--- config.mk ---
export PLATFORM = sky130hd
export DESIGN_NAME = bus_interface_arbiter
export DESIGN_NICKNAME = d
export VERILOG_FILES = /design/src/rtl/core/bia_pkg.sv /design/src/rtl/core/bia_front.sv /design/src/rtl/core/bia_back.sv /design/src/rtl/core/bus_interface_arbiter.sv
export SDC_FILE = /design/constraint.sdc
export NUM_CORES = 2
export LEC_CHECK = 0
export BUFFER_PORTS_ARGS = -buffer_cell sky130_fd_sc_hd__buf_2
export CORE_AREA = 2 2 350 248
export DETAILED_ROUTE_END_ITERATION = 12
export DIE_AREA = 0 0 352 250
export PLACE_DENSITY = 0.77
export SYNTH_ARGS = -nofsm -noshare
export SYNTH_HDL_FRONTEND = slang
export SYNTH_SLANG_ARGS = --single-unit
export TNS_END_PERCENT = 5
--- constraint.sdc ---
create_clock -name clk -period 26.8 [get_ports clk]
set_clock_uncertainty 0.1 [all_clocks]
set_input_delay 2.68 -clock clk [delete_from_list [all_inputs] [get_ports clk]]
set_output_delay 2.68 -clock clk [all_outputs]
set_load 0.005 [all_outputs]
--- src/rtl/core/bia_pkg.sv ---
// shared types and constants of the bus interface arbiter
package bia_pkg;

	typedef enum logic [1:0] {
		KIND_REQUEST    = 2'd0,
		KIND_COMPLETION = 2'd1,
		KIND_TICK       = 2'd2,
		KIND_NONE       = 2'd3
	} kind_t;

	localparam logic [1:0] REQ_SLAVE = 2'd0;
	localparam logic [1:0] REQ_BIU   = 2'd1;
	localparam logic [1:0] REQ_DMA   = 2'd2;
	localparam logic [1:0] NO_OWNER  = 2'd3;

	localparam logic [1:0] CFG_W0_BASE  = 2'd0;
	localparam logic [1:0] CFG_W0_LIMIT = 2'd1;
	localparam logic [1:0] CFG_W1_BASE  = 2'd2;
	localparam logic [1:0] CFG_W1_LIMIT = 2'd3;

	localparam logic [31:0] W0_BASE_RST  = 32'h0020_0000;
	localparam logic [31:0] W0_LIMIT_RST = 32'h002f_ffff;
	localparam logic [31:0] W1_BASE_RST  = 32'h0060_0000;
	localparam logic [31:0] W1_LIMIT_RST = 32'h006f_ffff;

	localparam logic [15:0] LAT_MAX = 16'hffff;

	typedef struct packed {
		logic [31:0] addr;
		logic [1:0]  req;
		logic        rd;
		logic        tgt;
	} entry_t;

	// classified item handed from front to back
	typedef struct packed {
		kind_t       kind;
		entry_t      ent;
		logic [15:0] lat;
		logic        ok;
		logic        locked;
	} cmd_t;

	typedef struct packed {
		logic        tgt;
		logic        granted;
		logic        held;
		logic        route_busy;
		logic        queue_full;
		logic [15:0] charged;
		logic        busy_left;
		logic [15:0] busy_cycles;
	} result_t;

endpackage

--- src/rtl/core/bia_front.sv ---
// front end: window decode, requester clamp and command fifo
module bia_front import bia_pkg::*; (
	input  logic        clk,
	input  logic        arst_n,
	input  logic        cfg_valid,
	output logic        cfg_ready,
	input  logic [1:0]  cfg_index,
	input  logic [31:0] cfg_data,
	input  logic        in_valid,
	output logic        in_ready,
	input  logic [1:0]  in_kind,
	input  logic [1:0]  in_req,
	input  logic [31:0] in_addr,
	input  logic        in_rd,
	input  logic [15:0] in_lat,
	input  logic        in_ok,
	input  logic        in_locked,
	output logic        cmd_valid,
	input  logic        cmd_ready,
	output cmd_t        cmd
);

	logic [31:0] w0b_q, w0l_q, w1b_q, w1l_q;
	cmd_t        fifo_q [2];
	logic        wr_ptr_q, rd_ptr_q;
	logic [1:0]  cnt_q;
	cmd_t        c;
	logic        push, pop;

	assign cfg_ready = 1'b1;

	always_ff @(posedge clk or negedge arst_n) begin
		if (!arst_n) begin
			w0b_q <= W0_BASE_RST;
			w0l_q <= W0_LIMIT_RST;
			w1b_q <= W1_BASE_RST;
			w1l_q <= W1_LIMIT_RST;
		end else if (cfg_valid) begin
			case (cfg_index)
				CFG_W0_BASE:  w0b_q <= cfg_data;
				CFG_W0_LIMIT: w0l_q <= cfg_data;
				CFG_W1_BASE:  w1b_q <= cfg_data;
				CFG_W1_LIMIT: w1l_q <= cfg_data;
				default: ;
			endcase
		end
	end

	always_comb begin
		c.kind       = kind_t'(in_kind);
		c.ent.addr   = in_addr;
		c.ent.req    = (in_req == NO_OWNER) ? REQ_DMA : in_req;
		c.ent.rd     = in_rd;
		c.ent.tgt    = (in_addr >= w0b_q && in_addr <= w0l_q) ||
		               (in_addr >= w1b_q && in_addr <= w1l_q);
		c.lat        = in_lat;
		c.ok         = in_ok;
		c.locked     = in_locked;
	end

	assign in_ready  = (cnt_q != 2'd2);
	assign cmd_valid = (cnt_q != 2'd0);
	assign cmd       = fifo_q[rd_ptr_q];
	assign push      = in_valid && in_ready;
	assign pop       = cmd_valid && cmd_ready;

	always_ff @(posedge clk) begin
		if (push) fifo_q[wr_ptr_q] <= c;
	end

	always_ff @(posedge clk or negedge arst_n) begin
		if (!arst_n) begin
			wr_ptr_q <= 1'b0;
			rd_ptr_q <= 1'b0;
			cnt_q    <= 2'd0;
		end else begin
			if (push) wr_ptr_q <= ~wr_ptr_q;
			if (pop)  rd_ptr_q <= ~rd_ptr_q;
			cnt_q <= cnt_q + {1'b0, push} - {1'b0, pop};
		end
	end

endmodule

--- src/rtl/core/bia_back.sv ---
// back end: sorted request queue, lock, latency and busy counters
module bia_back import bia_pkg::*; #(
	parameter int QUEUE_DEPTH = 8
) (
	input  logic    clk,
	input  logic    arst_n,
	input  logic    cmd_valid,
	output logic    cmd_ready,
	input  cmd_t    cmd,
	output logic    res_valid,
	input  logic    res_ready,
	output result_t res
);

	localparam int CW = $clog2(QUEUE_DEPTH + 1);

	typedef enum logic [1:0] {ST_IDLE, ST_SCAN, ST_DONE} state_t;

	state_t       state_q;
	cmd_t         cmd_q;
	entry_t       q_q [QUEUE_DEPTH];
	logic [CW-1:0] count_q;
	entry_t       held_q;
	logic         hold_q;
	logic         prev_none_q;
	logic [15:0]  prev_q;
	logic [15:0]  burst_q;
	logic [1:0]   lock_q;
	logic [15:0]  rbusy_q [3];
	logic [15:0]  tbusy_q [2];
	logic         out_valid_q;
	result_t      out_q;

	// combinational helpers over the queue (independent per entry)
	entry_t       r;
	logic [QUEUE_DEPTH-1:0] live, dup, outr, tmatch, sameq;
	logic         found_dup, grant;
	logic [CW-1:0] pos;
	logic         insert_ok;
	logic [15:0]  bmax;
	logic [16:0]  t_add, burst_sum;
	logic [15:0]  t_sat, burst_sat;
	logic         still;
	result_t      res_d;

	always_comb begin
		r = (cmd_q.kind == KIND_TICK) ? held_q : cmd_q.ent;
		for (int i = 0; i < QUEUE_DEPTH; i++) begin
			live[i]   = (CW'(i) < count_q);
			sameq[i]  = live[i] && (q_q[i] == r);
			tmatch[i] = live[i] && (q_q[i].tgt == r.tgt);
			outr[i]   = live[i] && ((r.tgt != q_q[i].tgt) ? (r.tgt < q_q[i].tgt)
			                                             : (r.req < q_q[i].req));
		end
		// first of dup or outranks decides
		found_dup = 1'b0;
		pos = count_q;
		for (int i = QUEUE_DEPTH - 1; i >= 0; i--) begin
			if (sameq[i] || outr[i]) begin
				found_dup = sameq[i];
				pos = CW'(i);
			end
		end
		dup = sameq;
		// grant over the queue before any change
		grant = 1'b0;
		for (int i = QUEUE_DEPTH - 1; i >= 0; i--) begin
			if (tmatch[i]) grant = dup[i];
		end
		insert_ok = (count_q < CW'(QUEUE_DEPTH));
		bmax = 16'd1;
		for (int i = 0; i < 3; i++) if (rbusy_q[i] > bmax) bmax = rbusy_q[i];
		for (int i = 0; i < 2; i++) if (tbusy_q[i] > bmax) bmax = tbusy_q[i];
		t_add = prev_none_q ? ((cmd_q.ent.req == REQ_BIU && cmd_q.ent.tgt) ? 17'd0 : 17'd1)
		                    : 17'd1;
		if ((prev_none_q ? 16'd0 : prev_q) < cmd_q.lat)
			t_add = t_add + {1'b0, cmd_q.lat - (prev_none_q ? 16'd0 : prev_q)};
		t_sat = t_add[16] ? LAT_MAX : t_add[15:0];
		burst_sum = {1'b0, burst_q} + {1'b0, t_sat};
		burst_sat = burst_sum[16] ? LAT_MAX : burst_sum[15:0];
		still = 1'b0;
		for (int i = 0; i < 3; i++) if (rbusy_q[i] > 16'd1) still = 1'b1;
		for (int i = 0; i < 2; i++) if (tbusy_q[i] > 16'd1) still = 1'b1;
		res_d = '0;
		case (cmd_q.kind)
			KIND_REQUEST: begin
				res_d.tgt        = cmd_q.ent.tgt;
				res_d.route_busy = (rbusy_q[cmd_q.ent.req] != 16'd0) ||
				                   (tbusy_q[cmd_q.ent.tgt] != 16'd0);
				if (found_dup) res_d.granted = (lock_q == r.req) || grant;
				else if (cmd_q.ent.req == REQ_SLAVE) res_d.held = 1'b1;
				else begin
					res_d.queue_full = !insert_ok;
					res_d.granted = (lock_q == r.req) ||
					    (insert_ok && !(|(tmatch & ~outr & ((QUEUE_DEPTH)'(1) << pos) - 1'b1)))
					    || (!insert_ok && grant);
				end
			end
			KIND_COMPLETION: begin
				res_d.tgt     = cmd_q.ent.tgt;
				res_d.charged = t_sat;
			end
			KIND_TICK: begin
				res_d.queue_full = hold_q && !found_dup && !insert_ok;
				res_d.busy_left  = still;
			end
			default: ;
		endcase
	end

	assign cmd_ready = (state_q == ST_IDLE) && !out_valid_q;
	assign res_valid = out_valid_q;
	assign res       = out_q;

	always_ff @(posedge clk) begin
		if (state_q == ST_IDLE && cmd_valid && cmd_ready) cmd_q <= cmd;
		if (state_q == ST_SCAN) begin
			case (cmd_q.kind)
				KIND_REQUEST: begin
					if (!found_dup && cmd_q.ent.req == REQ_SLAVE) held_q <= cmd_q.ent;
					else if (!found_dup && insert_ok) begin
						for (int i = 0; i < QUEUE_DEPTH; i++) begin
							if (CW'(i) == pos) q_q[i] <= r;
							else if (CW'(i) > pos && i > 0) q_q[i] <= q_q[i-1];
						end
					end
				end
				KIND_TICK: begin
					if (hold_q && !found_dup && insert_ok) begin
						for (int i = 0; i < QUEUE_DEPTH; i++) begin
							if (CW'(i) == pos) q_q[i] <= r;
							else if (CW'(i) > pos && i > 0) q_q[i] <= q_q[i-1];
						end
					end
				end
				KIND_COMPLETION: begin
					// entries are unique, so at most one match is removed
					for (int i = 0; i < QUEUE_DEPTH - 1; i++) begin
						if ((sameq & (((QUEUE_DEPTH)'(1) << (i + 1)) - 1'b1)) != '0)
							q_q[i] <= q_q[i+1];
					end
				end
				default: ;
			endcase
		end
		if (state_q == ST_SCAN) out_q <= res_d;
		if (state_q == ST_DONE) out_q.busy_cycles <= bmax;
	end

	always_ff @(posedge clk or negedge arst_n) begin
		if (!arst_n) begin
			state_q     <= ST_IDLE;
			count_q     <= '0;
			hold_q      <= 1'b0;
			prev_none_q <= 1'b1;
			prev_q      <= '0;
			burst_q     <= '0;
			lock_q      <= NO_OWNER;
			for (int i = 0; i < 3; i++) rbusy_q[i] <= '0;
			for (int i = 0; i < 2; i++) tbusy_q[i] <= '0;
			out_valid_q <= 1'b0;
		end else begin
			if (out_valid_q && res_ready) out_valid_q <= 1'b0;
			case (state_q)
				ST_IDLE: if (cmd_valid && cmd_ready) state_q <= ST_SCAN;
				ST_SCAN: begin
					state_q <= ST_DONE;
					case (cmd_q.kind)
						KIND_REQUEST: begin
							if (!found_dup && cmd_q.ent.req == REQ_SLAVE) hold_q <= 1'b1;
							else if (!found_dup && insert_ok) count_q <= count_q + 1'b1;
						end
						KIND_TICK: begin
							hold_q <= 1'b0;
							if (hold_q && !found_dup && insert_ok) count_q <= count_q + 1'b1;
							for (int i = 0; i < 3; i++)
								if (rbusy_q[i] != 16'd0) rbusy_q[i] <= rbusy_q[i] - 16'd1;
							for (int i = 0; i < 2; i++)
								if (tbusy_q[i] != 16'd0) tbusy_q[i] <= tbusy_q[i] - 16'd1;
						end
						KIND_COMPLETION: begin
							if (|sameq) count_q <= count_q - 1'b1;
							if (!cmd_q.locked && cmd_q.ok) begin
								rbusy_q[cmd_q.ent.req] <= burst_sat;
								tbusy_q[cmd_q.ent.tgt] <= burst_sat;
								prev_none_q <= 1'b1;
								burst_q     <= '0;
								lock_q      <= NO_OWNER;
							end else begin
								prev_none_q <= 1'b0;
								prev_q      <= cmd_q.lat;
								burst_q     <= burst_sat;
								lock_q      <= cmd_q.ent.req;
							end
						end
						default: ;
					endcase
				end
				ST_DONE: begin
					state_q     <= ST_IDLE;
					out_valid_q <= 1'b1;
				end
				default: state_q <= ST_IDLE;
			endcase
		end
	end

endmodule

--- src/rtl/core/bus_interface_arbiter.sv ---
// top level of the bus interface arbiter
// Usage:
//  s_axis carries one transaction per item: a request, a completion or a tick.
//  tuser holds the kind; tdata holds the remaining fields.
//  m_axis returns exactly one result transaction per accepted item.
//  cfg writes the four local window registers; the user must write them only
//  while the block is idle, and the block itself does not enforce this.
// From acceptance an item passes the front fifo, is loaded into the back
//  end command register, is scanned with the queue updated, and has its busy
//  maximum written into the output register before the result is valid.
// The back end sequencer (load, scan, finish) waits for the result
//  transaction to complete before it takes the next item.
// The front fifo of two entries keeps accepting while the back end works.
// Reset clears the queue count, hold, lock and busy counters at once;
// queue entries themselves are not cleared.
// When m_axis_tready is low the result is held and the back end stalls;
// the front fifo then fills and s_axis_tready drops.
module bus_interface_arbiter import bia_pkg::*; #(
	parameter int QUEUE_DEPTH = 8
) (
	input  logic        clk,
	input  logic        arst_n,
	input  logic        cfg_valid,
	output logic        cfg_ready,
	input  logic [1:0]  cfg_index,
	input  logic [31:0] cfg_data,
	input  logic        s_axis_tvalid,
	output logic        s_axis_tready,
	// requester, address, is_read, target_latency, target_ok, requester_locked
	input  logic [55:0] s_axis_tdata,
	// kind
	input  logic [1:0]  s_axis_tuser,
	output logic        m_axis_tvalid,
	input  logic        m_axis_tready,
	// target, granted, held, route_busy, queue_full, charged_latency,
	// busy_left, busy_cycles
	output logic [39:0] m_axis_tdata
);

	logic    cmd_valid, cmd_ready;
	cmd_t    cmd;
	result_t res;

	bia_front u_front (
		.clk, .arst_n, .cfg_valid, .cfg_ready, .cfg_index, .cfg_data,
		.in_valid  (s_axis_tvalid),
		.in_ready  (s_axis_tready),
		.in_kind   (s_axis_tuser),
		.in_req    (s_axis_tdata[1:0]),
		.in_addr   (s_axis_tdata[33:2]),
		.in_rd     (s_axis_tdata[34]),
		.in_lat    (s_axis_tdata[50:35]),
		.in_ok     (s_axis_tdata[51]),
		.in_locked (s_axis_tdata[52]),
		.cmd_valid, .cmd_ready, .cmd
	);

	bia_back #(.QUEUE_DEPTH(QUEUE_DEPTH)) u_back (
		.clk, .arst_n, .cmd_valid, .cmd_ready, .cmd,
		.res_valid (m_axis_tvalid),
		.res_ready (m_axis_tready),
		.res
	);

	assign m_axis_tdata = {2'b00, res.busy_cycles, res.busy_left, res.charged,
		res.queue_full, res.route_busy, res.held, res.granted, res.tgt};

	a_busy_nonzero: assert property (@(posedge clk) disable iff (!arst_n)
		m_axis_tvalid |-> m_axis_tdata[37:22] != 16'd0)
		else $error("busy_cycles zero");
	a_flags_excl: assert property (@(posedge clk) disable iff (!arst_n)
		m_axis_tvalid |-> !(m_axis_tdata[1] && m_axis_tdata[2]))
		else $error("granted and held together");
	a_hold_out: assert property (@(posedge clk) disable iff (!arst_n)
		m_axis_tvalid && !m_axis_tready |=> m_axis_tvalid)
		else $error("result dropped");

endmodule
* Word level (Yosys, flattened, before mapping)
Memories as Yosys holds them, arrays and structs flattened. A register that Yosys moved wholly into a read port is not among the register bits. Cells that the tools add are included.
Word-level totals: memories kept 2, latch bits 0, register bits after elaboration 329, output and inout bits 43, ROM bits 0, input bits 97, memory bits (writable) 400
Memory list:
- u_back.q_q | words 8, bits a word 36, rd ports 8, clocked after Yosys merged registers in 0, write ports 8, line bia_back.sv:21 | entry_t q_q [QUEUE_DEPTH];
- u_front.fifo_q | words 2, bits a word 56, rd ports 1, clocked after Yosys merged registers in 1, write ports 1, line bia_front.sv:24 | cmd_t fifo_q [2];
Operators by class: eq/ne operators 54, shift-type cells 1, $lt $le $gt $ge 50, reduce and logical (&&, ||, !) cells 103, div/mod/pow operators 0, multiplexer cells 309, add/sub/neg operators 13, bitwise logic cells 38, multiply operators 0
Operators by type and width (count):
- $mux W36 | 30
- $mux W16 | 23
- $eq A36 B36 Y1 | 8
- $mux W1 | 226
- $reduce_bool A16 Y1 | 7
- $pmux W48 S2 | 1
- $gt A16 B1 Y1 const B | 5
- $sub A16 B1 Y16 const B | 5
- $ge A32 B32 Y1 | 2
- $gt A16 B16 Y1 | 4
- $le A32 B32 Y1 | 2
- $pmux W32 S2 | 1
- $bwmux W48 | 1
- $mux W4 | 12
- $mux W48 | 1
- $reduce_bool A8 Y1 | 6
- $logic_and A1 B1 Y1 | 43
- $mux W17 | 2
- $bmux W16 S2 | 1
- $bwmux W32 | 1
- $demux W16 S2 | 1
- $mux W32 | 1
- $or A1 B1 Y1 | 29
- $reduce_and A4 Y1 | 5
- 54 further kinds | 151

* Depth between registers and ports, before layout
word-level depth 26, gate-level depth with buffers 57

* Cells and area by module
Synthesis repeated with hierarchy kept, for this count alone.
Unflattened totals: cells, all modules 4802, area total of the unflattened synthesis 49506.2 µm²
By module, submodules not included:
- bia_back | sequential area each 15633.7 µm², area an instance 37338.3 µm², instances 1, cells an instance 3854
- bia_front | sequential area each 6723.9 µm², area an instance 12149.2 µm², instances 1, cells an instance 945
- bus_interface_arbiter | sequential area each 0.0 µm², area an instance 18.8 µm², instances 1, cells an instance 3

* Least setup slack after synthesis
Ideal clock, no wire load.
path type register to register, start register u_back.rbusy_q[32] (netlist bit), end register u_back.out_q, in the netlist u_back.res[10], data pin, path slack 17.527 ns, arrival 9.015 ns, period minus slack after synthesis 9.273 ns, cell stages (with the launch flop) 56, data required time 26.542 ns, setup time 0.158 ns, cell sequence dfrtp_1 inv_1 ha_1 nor2_1 nand4bb_1 nand2_1 ha_1 nor2b_1 o21ai_0 a21boi_0 o31a_1 clkbuf_1 clkbuf_1 a21oi_1 ha_1 a21o_1 a21o_1 a211o_1 (+20 left out) clkbuf_1 or2_0 clkbuf_1 buf_2 mux2i_1 ha_1 a21o_1 a21o_1 a21oi_1 nor2b_1 o21ai_0 nand2b_1 o21ai_0 a21oi_1 o31ai_1 clkbuf_1 nand3_1 o211ai_1
On the way: longest elaborated chain between the ends 11
RTL lines:
- start, declared | line bia_back.sv:29 | logic [15:0] rbusy_q [3];
- start signal, assigned by index | line bia_back.sv:184 | rbusy_q[cmd_q.ent.req] <= burst_sat;
- $gt A16 B1 Y1 | line bia_back.sv:72 | for (int i = 0; i < 3; i++) if (rbusy_q[i] > bmax) bmax = rbusy_q[i];
- $mux W16 (*) | line bia_back.sv:72
- $gt A16 B16 Y1 | line bia_back.sv:72
- $mux W16 (*) | line bia_back.sv:72
- $gt A16 B16 Y1 | line bia_back.sv:72
- $mux W16 (*) | line bia_back.sv:72
- $gt A16 B16 Y1 | line bia_back.sv:73 | for (int i = 0; i < 2; i++) if (tbusy_q[i] > bmax) bmax = tbusy_q[i];
- $mux W16 (*) | line bia_back.sv:73
- $gt A16 B16 Y1 | line bia_back.sv:73
- $mux W16 (*) | line bia_back.sv:73
- $mux W16 (*) | line bia_back.sv:147 | if (state_q == ST_DONE) out_q.busy_cycles <= bmax;
- end signal, assigned | line bia_back.sv:146 | if (state_q == ST_SCAN) out_q <= res_d;
- end, declared | line bia_back.sv:32 | result_t out_q;
Every way passes the cells marked *; elsewhere a longest branch is shown, timed or not. A chain may end at the register's enable or synchronous reset.

* Worst setup path in the final report
start register u_back.rbusy_q[32] (netlist bit), end register u_back.out_q, in the netlist u_back.res[6], data pin
The elaborated chain is that of the path after synthesis.

==> summary by stage <==
Worst setup path
The peak fanout along the critical path is 31. On the worst path, the slowest cell contributes a delay of 0.96 ns. The worst setup path is launched from a register. The number of cells on the worst reg-to-reg path is 50.

The slowest stage of the critical path is the sky130_fd_sc_hd__o31ai_4 cell. Among the stages of the critical path, the cell type that occurs most often is sky130_fd_sc_hd__a21oi_1. The data required time of the critical path is 27.18 ns. The capturing element type of the critical path is a register. By startpoint and endpoint, the worst setup path is classified as register to register. STA puts the critical path data arrival time at 12.38 ns.

Synth
The proportion of synthesized chip area in sequential cells is 0.4421. The async set or reset register ratio after synthesis is 0.3248. The number of register bits inferred by synthesis is 785.

The distinct cell type count after synthesis is 95. Synthesis produced a netlist whose cell count is 5169. The number of warnings reported in the yosys synthesis log is 0. Sorting the synthesized cells by area gives the leading types as sky130_fd_sc_hd__edfxtp_1 (31%), sky130_fd_sc_hd__dfrtp_1 (10%), sky130_fd_sc_hd__ha_1 (6.8%). The mapped netlist covers 50570 sq um. The share of synthesized area in the top cell type comes to 0.3147. The number of enable-type register cells in the synthesized netlist is 530.

For this run, the leading register cell type out of synthesis is sky130_fd_sc_hd__edfxtp_1. The average instance in the mapped netlist occupies 9.783 sq um. The dominant cell type by area after synthesis is sky130_fd_sc_hd__edfxtp_1.

Clock tree
CTS saw 785 sinks. In this run, post-CTS hold repair placed 0 buffers. Gates resized during post-CTS repair numbered 0.

The root buffer selected by CTS is sky130_fd_sc_hd__clkbuf_16. The clock passes through at most 3 buffers. After clock tree synthesis, the clock-pin slew on the worst setup and hold paths is 0.07 ns. The number of levels the H-tree was split into is 3. TritonCTS built the clock tree. The post-CTS repair timing setup buffer count is 0. The worst-skew pair later-pin latency is 0.67 ns. The number of clock buffers inserted by TritonCTS is 82.

Floorplanning
Pin placement for this block handled 140 I/O pins. The area of the die is 88000 sq um. After floorplanning, the core was divided into 90 placement rows. The floorplan step set the die width to 352 um.

In this run the vertical extent of the chip is 250 um. The initial utilization of the core area, before any placement, comes to 0.5948. The core region is 85020 sq um.

Route
After detailed routing, the average wire length per cell comes to 24.03 um. The detail route stage leaves a number of antenna-violating nets equal to 0. The first routing iteration left 5563 violations. After detailed routing, the number of remaining DRC violations is 0. The final wirelength is 152.4 mm.

Before antenna repair, the detailed router went through 6 iterations. The total via count in the routed design is 42.69k. Using the TritonRoute via totals, the vias-per-cell ratio works out to 6.728.

Placed design
The number of placed cells counting well taps is 6194. The estimated wirelength of the detail-placed design is 108.0 mm. The count of buffers inserted at the top-level ports is 133.

Routability-driven placement finished with a final weighted congestion of 1.029.

STA
The slew at the pin closest to its max-slew limit is 1.306 ns. The worst slew slack as a fraction of its limit is 0.1258. Setup repair after global routing left no endpoint under its margin. The part of the cycle the worst path needs is 0.4477. For the final routed database, the setup TNS stands at 0 ns. Based on the critical path, the design can be clocked at up to 83.34 MHz.

The max-slew violation count came to 0. Setup violations remaining at the end of the flow were counted as 0. The routed design could run at a clock period as short as 12.00 ns. The number of failing hold endpoints at the final stage was 0.

Global routing
Summed over all layers, the global routing overflow is 0. Entering global routing, the biggest net connects 145 pins. The first global-routing pass estimated 233.7 mm of wire. The number of global-route vias before repair is 39.53k. Across every metal layer, demand over resource in global routing totals 0.3373.

The number of antenna violations at the first check in global routing is 1.

Min path
The type of the worst min-delay path is register to register. The number of instances on the worst hold path is 2.

Finish
In the final layout, the share of cells above drive strength 1 is 0.1334. The number of nets in the finished design is 5500. The total inserted antenna cells is 0. The filler-free cell count of the finished design is 6345. The layout overhead on the synthesized area is 8.204%.

Outcome
The flow ran to the end, and the final reports show no timing, DRC or antenna violations.

Run
The tool flagged a number of max-cap violations equal to 0.
[flip-flops by register name, indices dropped and copies added, names as in the netlist, 32 cells and up]
name            cells
u_back.q_q        288
u_front.fifo_q    112
u_back.cmd_q       56
u_back.rbusy_q     48
u_back.res         38
u_back.held_q      36
u_back.tbusy_q     32
u_front.w0b_q      32
u_front.w0l_q      32
u_front.w1b_q      32
u_front.w1l_q      32
[critical path, delay by kind of cell, from the launching register on]
kind / cells / cell delay (ns)
AOI/OAI and AO/OA: 27 / 6.20
adders and majority gates: 5 / 1.46
buffers and inverters: 3 / 0.59
DFF: 1 / 0.43
muxes: 1 / 0.31
and+or+nand+nor: 14 / 2.72
[final cells by class]
| type | instances | area (sq um) |
|---|---|---|
| inverter | 253 | 949.7 |
| clock buffer | 116 | 2301 |
| timing repair buffer | 209 | 1259 |
| fill | 6684 | 30300 |
| sequential | 785 | 22360 |
| clock inverter | 35 | 431.7 |
| multi-input combinational | 3797 | 25980 |
| tap | 1150 | 1439 |
[cell usage after synthesis, drive strengths merged, types with 29 or more instances]
cell	instances
mux2i	79
nand2	477
o211ai	108
inv	253
nor2	405
a211oi	105
dfstp	49
nand3	113
a22oi	29
nand4	69
o21a	33
nor4	141
a2bb2oi	37
o22ai	30
a221o	55
a21oi	381
buf	143
o21ai	319
nor2b	39
dfrtp	206
mux2	201
a21o	56
ha	273
nor3	95
nand2b	62
or3	37
clkbuf	192
edfxtp	530
xnor2	292
a31oi	105
[cell families (layout without fill, tap and decap cells)]
kind of cell	after synthesis	count (layout)	share of synthesized area
flip-flops	785	785	0.4421
buffers and inverters	588	613	0.04844
adder cells (fa/ha/maj)	276	276	0.06854
multiplexers	280	280	0.06487
XOR/XNOR	306	306	0.05300
AO/OA/AOI/OAI	1405	1405	0.1801
other	2	3	0.0001485
AND/OR/NAND/NOR	1527	1527	0.1428
[per-stage QoR]
stage               setup slack, ns  cell area, sq um  hold WS (ns)  utilization
floorplan                     17.53             50570        0.3244            -
global placement              15.29             51990        0.3588       0.6115
detailed placement            15.14             51990        0.3629       0.6115
CTS                           15.05             54720        0.3762       0.6436
global route                  13.95             54720        0.3989       0.6436
finish                        14.80             54720        0.3758       0.6436
[layout by cell type, fill, tap and decap left out, types with 104 or more instances in the layout]
master / instances
sky130_fd_sc_hd__dfrtp_1: 205
sky130_fd_sc_hd__edfxtp_1: 530
sky130_fd_sc_hd__xnor2_1: 292
sky130_fd_sc_hd__nand3_1: 112
sky130_fd_sc_hd__a21oi_1: 377
sky130_fd_sc_hd__o211ai_1: 108
sky130_fd_sc_hd__mux2_2: 200
sky130_fd_sc_hd__inv_1: 253
sky130_fd_sc_hd__nor4_1: 139
sky130_fd_sc_hd__nor2_1: 402
sky130_fd_sc_hd__o21ai_0: 231
sky130_fd_sc_hd__buf_2: 132
sky130_fd_sc_hd__nand2_1: 470
sky130_fd_sc_hd__ha_1: 271
sky130_fd_sc_hd__a31oi_1: 104
[metal layers]
| metal | vias up | part of all wire | global-route usage |
|---|---|---|---|
| li1 | 19060 | - | - |
| met1 | 20650 | 0.42 | 0.4972 |
| met2 | 2702 | 0.42 | 0.4780 |
| met3 | 269 | 0.15 | 0.1135 |
| met4 | 2 | 0.021 | 0.07578 |
| met5 | - | 0.000085 | 0 |
[worst paths after layout]
kind / from / to / slack [ns]
worst max-delay path: u_back.rbusy_q[32]$_DFFE_PN0P_ / u_back.res[6]$_SDFFCE_PN0P_ / 14.80
worst min-delay path: u_back.cmd_q[11]$_DFFE_PP_ / u_back.prev_q[9]$_DFFE_PN0P_ / 0.38
worst max register to register: u_back.rbusy_q[32]$_DFFE_PN0P_ / u_back.res[6]$_SDFFCE_PN0P_ / 14.80
worst min register to register: u_back.cmd_q[11]$_DFFE_PP_ / u_back.prev_q[9]$_DFFE_PN0P_ / 0.38
max in group asynchronous: arst_n / u_front.w0l_q[26]$_DFFE_PN0P_ / 23.14
min in group asynchronous: arst_n / u_back.tbusy_q[2]$_DFFE_PN0P_ / 1.99
Power is left out: the tool's default activity adds up to more than one toggle a clock period on the data nets, which glitch-free logic cannot reach.
